===== config.mk =====
export PLATFORM = sky130hd
export DESIGN_NAME = pcd_ctrl
export DESIGN_NICKNAME = d
export VERILOG_FILES = /design/src/rtl/pcd_pkg.sv /design/src/rtl/pcd_ctrl.sv
export SDC_FILE = /design/constraint.sdc
export NUM_CORES = 1
export LEC_CHECK = 0
export ABC_AREA = 0
export CAP_MARGIN = 10
export CORE_MARGIN = 2
export CORE_UTILIZATION = 40
export DETAILED_ROUTE_END_ITERATION = 8
export DONT_BUFFER_PORTS = 1
export GPL_TIMING_DRIVEN = 0
export SYNTH_ARGS = -nofsm -noshare
export SYNTH_HDL_FRONTEND = slang
export SYNTH_SLANG_ARGS = --single-unit

===== constraint.sdc =====
create_clock -name clk_i -period 3.6 [get_ports clk_i]
set_input_delay 0.72 -clock clk_i [delete_from_list [all_inputs] [get_ports clk_i]]
set_output_delay 0.72 -clock clk_i [all_outputs]
set_load 0.01 [all_outputs]

===== src/rtl/pcd_pkg.sv =====
// Shared types, constants and tables of the preamble correlator and peak detector.
package pcd_pkg;

  localparam int unsigned TAPS       = 64;
  localparam int unsigned AW         = 6;    // address bits of the 64-deep stores
  localparam int unsigned SW         = 16;   // sample and tap component width
  localparam int unsigned CORR_SHIFT = 15;
  localparam int unsigned MAG_W      = 63;
  localparam int unsigned ACC_W      = 40;   // 64 complex products of 2x16 bits
  localparam int unsigned CNT_W      = 7;
  localparam int unsigned CORDIC_N   = 15;

  // Configuration register indexes.
  localparam logic [1:0] CFG_THRESHOLD = 2'd0;
  localparam logic [1:0] CFG_SPS       = 2'd1;

  typedef enum logic [10:0] {
    ST_IDLE   = 11'b000_0000_0001,
    ST_MAC    = 11'b000_0000_0010,
    ST_SCALE  = 11'b000_0000_0100,
    ST_SQR    = 11'b000_0000_1000,
    ST_MAG    = 11'b000_0001_0000,
    ST_WR     = 11'b000_0010_0000,
    ST_RDL    = 11'b000_0100_0000,
    ST_RDB    = 11'b000_1000_0000,
    ST_DECIDE = 11'b001_0000_0000,
    ST_ITER   = 11'b010_0000_0000,
    ST_OUT    = 11'b100_0000_0000
  } state_e;

  // Commands from the sequencer to the datapath.
  typedef struct packed {
    logic          accept_sample;
    logic          load_tap;
    logic          mac_issue;
    logic [AW-1:0] mac_k;
    logic          scale;
    logic          square;
    logic          mag;
    logic          wr_hist;
    logic          rd_look;
    logic          rd_back;
    logic          decide;
    logic          iter;
    logic [3:0]    iter_k;
    logic          out_load;
  } cmd_t;

  // Status from the datapath to the sequencer.
  typedef struct packed {
    logic found;
    logic out_free;
  } sts_t;

  // Rounded arctangent table for the CORDIC, in units of pi/32768.
  function automatic logic [13:0] atan_entry(input logic [3:0] k);
    logic [13:0] v;
    unique case (k)
      4'd0:    v = 14'd8192;
      4'd1:    v = 14'd4836;
      4'd2:    v = 14'd2555;
      4'd3:    v = 14'd1297;
      4'd4:    v = 14'd651;
      4'd5:    v = 14'd326;
      4'd6:    v = 14'd163;
      4'd7:    v = 14'd81;
      4'd8:    v = 14'd41;
      4'd9:    v = 14'd20;
      4'd10:   v = 14'd10;
      4'd11:   v = 14'd5;
      4'd12:   v = 14'd3;
      4'd13:   v = 14'd1;
      4'd14:   v = 14'd1;
      default: v = 14'd0;
    endcase
    return v;
  endfunction

endpackage


===== src/rtl/pcd_ctrl.sv =====
// Sequencer state machine of the preamble correlator and peak detector.
module pcd_ctrl (
  input  logic          clk_i,
  input  logic          rst_ni,
  input  logic          in_valid_i,
  input  logic          mode_i,
  output logic          in_stall_o,
  input  pcd_pkg::sts_t sts_i,
  output pcd_pkg::cmd_t cmd_o
);

  pcd_pkg::state_e             state_q, state_d;
  logic [pcd_pkg::CNT_W-1:0]   cnt_q, cnt_d;

  always_ff @(posedge clk_i or negedge rst_ni) begin
    if (!rst_ni) begin
      state_q <= pcd_pkg::ST_IDLE;
      cnt_q   <= '0;
    end else begin
      state_q <= state_d;
      cnt_q   <= cnt_d;
    end
  end

  assign in_stall_o = (state_q != pcd_pkg::ST_IDLE);

  always_comb begin
    state_d = state_q;
    cnt_d   = cnt_q;
    cmd_o   = '0;
    unique case (state_q)
      pcd_pkg::ST_IDLE: begin
        cnt_d = '0;
        if (in_valid_i) begin
          if (mode_i) begin
            cmd_o.load_tap = 1'b1;
          end else begin
            cmd_o.accept_sample = 1'b1;
            state_d = pcd_pkg::ST_MAC;
          end
        end
      end
      pcd_pkg::ST_MAC: begin
        // Reads issue for the 64 taps; then the state waits while the product and sum stages drain.
        cmd_o.mac_issue = (cnt_q < pcd_pkg::CNT_W'(pcd_pkg::TAPS));
        cmd_o.mac_k     = cnt_q[pcd_pkg::AW-1:0];
        cnt_d           = cnt_q + 1'b1;
        if (cnt_q == pcd_pkg::CNT_W'(pcd_pkg::TAPS + 1)) begin
          state_d = pcd_pkg::ST_SCALE;
        end
      end
      pcd_pkg::ST_SCALE: begin
        cmd_o.scale = 1'b1;
        state_d     = pcd_pkg::ST_SQR;
      end
      pcd_pkg::ST_SQR: begin
        cmd_o.square = 1'b1;
        state_d      = pcd_pkg::ST_MAG;
      end
      pcd_pkg::ST_MAG: begin
        cmd_o.mag = 1'b1;
        state_d   = pcd_pkg::ST_WR;
      end
      pcd_pkg::ST_WR: begin
        cmd_o.wr_hist = 1'b1;
        state_d       = pcd_pkg::ST_RDL;
      end
      pcd_pkg::ST_RDL: begin
        cmd_o.rd_look = 1'b1;
        state_d       = pcd_pkg::ST_RDB;
      end
      pcd_pkg::ST_RDB: begin
        cmd_o.rd_back = 1'b1;
        state_d       = pcd_pkg::ST_DECIDE;
      end
      pcd_pkg::ST_DECIDE: begin
        cmd_o.decide = 1'b1;
        cnt_d        = '0;
        state_d      = pcd_pkg::ST_ITER;
      end
      pcd_pkg::ST_ITER: begin
        if (!sts_i.found) begin
          state_d = pcd_pkg::ST_OUT;
        end else begin
          cmd_o.iter   = 1'b1;
          cmd_o.iter_k = cnt_q[3:0];
          cnt_d        = cnt_q + 1'b1;
          if (cnt_q == pcd_pkg::CNT_W'(pcd_pkg::CORDIC_N - 1)) begin
            state_d = pcd_pkg::ST_OUT;
          end
        end
      end
      pcd_pkg::ST_OUT: begin
        if (sts_i.out_free) begin
          cmd_o.out_load = 1'b1;
          state_d        = pcd_pkg::ST_IDLE;
        end
      end
      default: state_d = pcd_pkg::ST_IDLE;
    endcase
  end

endmodule


==> flow_summary.toml <==
[sta]
tns_ns = 0
rsz0062_at_grt = "no"
tightestPinTransition_ns = 1.18
fin_skew_ns = 0.00859
finalMaxSlewViolations = 0
slew_headroom_pct = 21.2
finalCritPeriodShare_pct = 92.2
setup_viol = 0
fmax_ghz = 0.301
min_period_ns = 3.32
setup_slack_ns = 0.281
hold_viol_final = 0

[power]
leakage_nw = 0.564
p_seq_share_pct = 59.9
switching_power_uw = 72.6
power_density_mw_per_mm2 = 254
power.share.clock_pct = 39.8
p_sw_share_pct = 21.5
intPower_uw = 265
peakVddDrop_v = 0.000214
comb_power_share_pct = 0.3

[setup_path]
crit_type = "reg2out"
rrSetupSlack_ns = 1.01
cp_max_fo = 9
r2r_cells = 8
rr_endpoint = "state_q[10]"
startpoint_type = "register"
worstPathArrival_ns = 2.60
r2r_start = "state_q[6]"
required_ns = 2.88
end_kind = "primary output"

[synthesis]
ys_warn_count = 0
synth_area_sq_mm = 0.00125
synthCells = 142
async_flop_share_pct = 100
synth.avg_cell_area_sq_um = 8.82
synth_ff_type = "dfrtp_1"
syn_nets = 151
synth_edf_count = 0
synth-seq-cells = 18
synth_area_leaders = "dfrtp_1 (34%), nor2_1 (7.2%), and2_1 (5.0%)"
ys_types = 40
seq_area_frac_synth_pct = 36.1
synth_area_leader_cell = "dfrtp_1"
yosysTopAreaCellShare_pct = 34.0

[routing]
routed_wl_um = 2900
num_vias = 1077
routed_via_density = 6.02
ant_nets = 0
drc_errors = 0
routedWlPerCell_um = 16.2
drt_iter0_drc = 34
drt_pre_antenna_iters = 4

[final_layout]
drive_gt1_share_pct = 11.0
multi_input_area_sq_um = 722
fillers = 308
syn_to_final_growth_pct = 6.19
fin_nets = 156
layout_commonest_cell = "nor2_1"
layout_common_cells = "nor2_1 (24), dfrtp_1 (17), and2_1 (10), nor4_1 (10)"
seq_area_sq_um = 452
diodes = 0
final_util_pct = 44.3

[min_path]
hp-class = "in2async"

[clocking]
ctsHoldBuffers = 0
cts.clk_slew.worst_paths_ns = 0.12
clock-sinks = 18
cts-root-buf = "clkbuf_4"
clockBufferDepth = 2
clkLatencyLatePin_ns = 0.31
ctsResizeCount = 0
cts_buffers = 3
tritoncts = "built"
h-tree-depth = 1
postCtsSetupBuffers = 0

[floorplan]
initial_core_util_pct = 41.7
dieArea_sq_mm = 0.00359
core_sq_mm = 0.00300
io_pins = 29
die_h_um = 60.0
chipWidth_um = 60.0
num_rows = 20

[placement]
portBuffers = 0
dpl.hpwl_um = 2160
gp_congestion = 0.854
dp_slack_ns = 0.663

[grt]
grt_pass1_vias = 1038
grt.overflow.total = 0
grt_max_degree = 19
globalRouteTotalUtil_pct = 18.1
grt_pass1_wl_um = 4850
antenna_found_initial = 0

[status]
status = "finished clean"

[run]
drv_cap = 0
==> registers in the layout, summed over array words and instances, names as in the netlist <==
register and count:
state_q 11, cnt_q 7
==> cell usage after synthesis, types with 3 or more instances <==
master	n
nand3_1	3
nand4_1	4
ha_1	3
nor3_1	5
and3_1	5
buf_6	3
nor2_1	24
xnor2_1	6
nand2b_1	3
dfrtp_1	17
nor4_1	10
nand2_1	5
and2_1	10
inv_1	6
clkbuf_1	5
and4_1	3
==> power groups by stage <==
stage	sequential [mW]	combinational [mW]	clock, mW
final	0.202	0.00102	0.134
after CTS	0.202	0.00102	0.139
after global routing	0.202	0.00106	0.148
after detailed placement	0.206	0.00103	0
after global placement	0.206	0.00103	0
after floorplan	0.206	0.000972	0
==> critical path, cell delays in order (launching register included) <==
cell and delay (ns):
dfrtp_1 0.39, buf_6 0.13, or4_4 0.50, buf_6 0.15, nor3_1 0.33, and3_1 0.23
clkbuf_1 0.31, and2_1 0.24
==> per-layer routing <==
metal	up-vias	GRT usage, %	part of all wire, %
met4	0	5.08	0.59
met1	526	22.9	44
li1	516	-	-
met2	33	29.7	50
met3	2	5.63	5.1
met5	-	0	0
==> cell families (layout without fill, tap and decap cells) <==
logic type	count (synthesis)	after routing	share of synthesized area, %
XOR/XNOR	7	7	4.90
AND/OR/NAND/NOR	87	87	42.3
flip-flops	18	18	36.1
AO/OA/AOI/OAI	12	12	7.49
buffers and inverters	15	19	6.29
adder cells (fa/ha/maj)	3	3	3.00
==> stage by stage <==
stage	instance area, sq um	power, mW	hold slack [ns]	std cells
finish	1330	0.337	0.0831	179
global route	1330	0.352	0.0596	179
CTS	1330	0.342	0.0730	179
detailed placement	1290	0.207	0.425	175
global placement	1290	0.207	0.425	175
floorplan	1250	0.207	0.424	142
==> layout make-up <==
cell class                 instances  share of cell area (%)
buffer                             9                    4.23
clock buffer                       4                    2.73
inverter                           6                    1.69
multi-input combinational        109                    54.3
sequential                        18                    34.0
tap                               33                    3.10
==> worst max path at each step <==
| stage | startpoint | endpoint |
|---|---|---|
| 2_1_floorplan | state_q[6] | cmd_o[6] |
| 3_3_place_gp | state_q[6] | cmd_o[2] |
| 3_5_place_dp | state_q[6] | cmd_o[2] |
| 4_1_cts | state_q[6] | cmd_o[2] |
| 5_1_grt | state_q[6] | cmd_o[1] |
| 6_report | state_q[6] | cmd_o[2] |
Power figures use the tool's default switching activity.
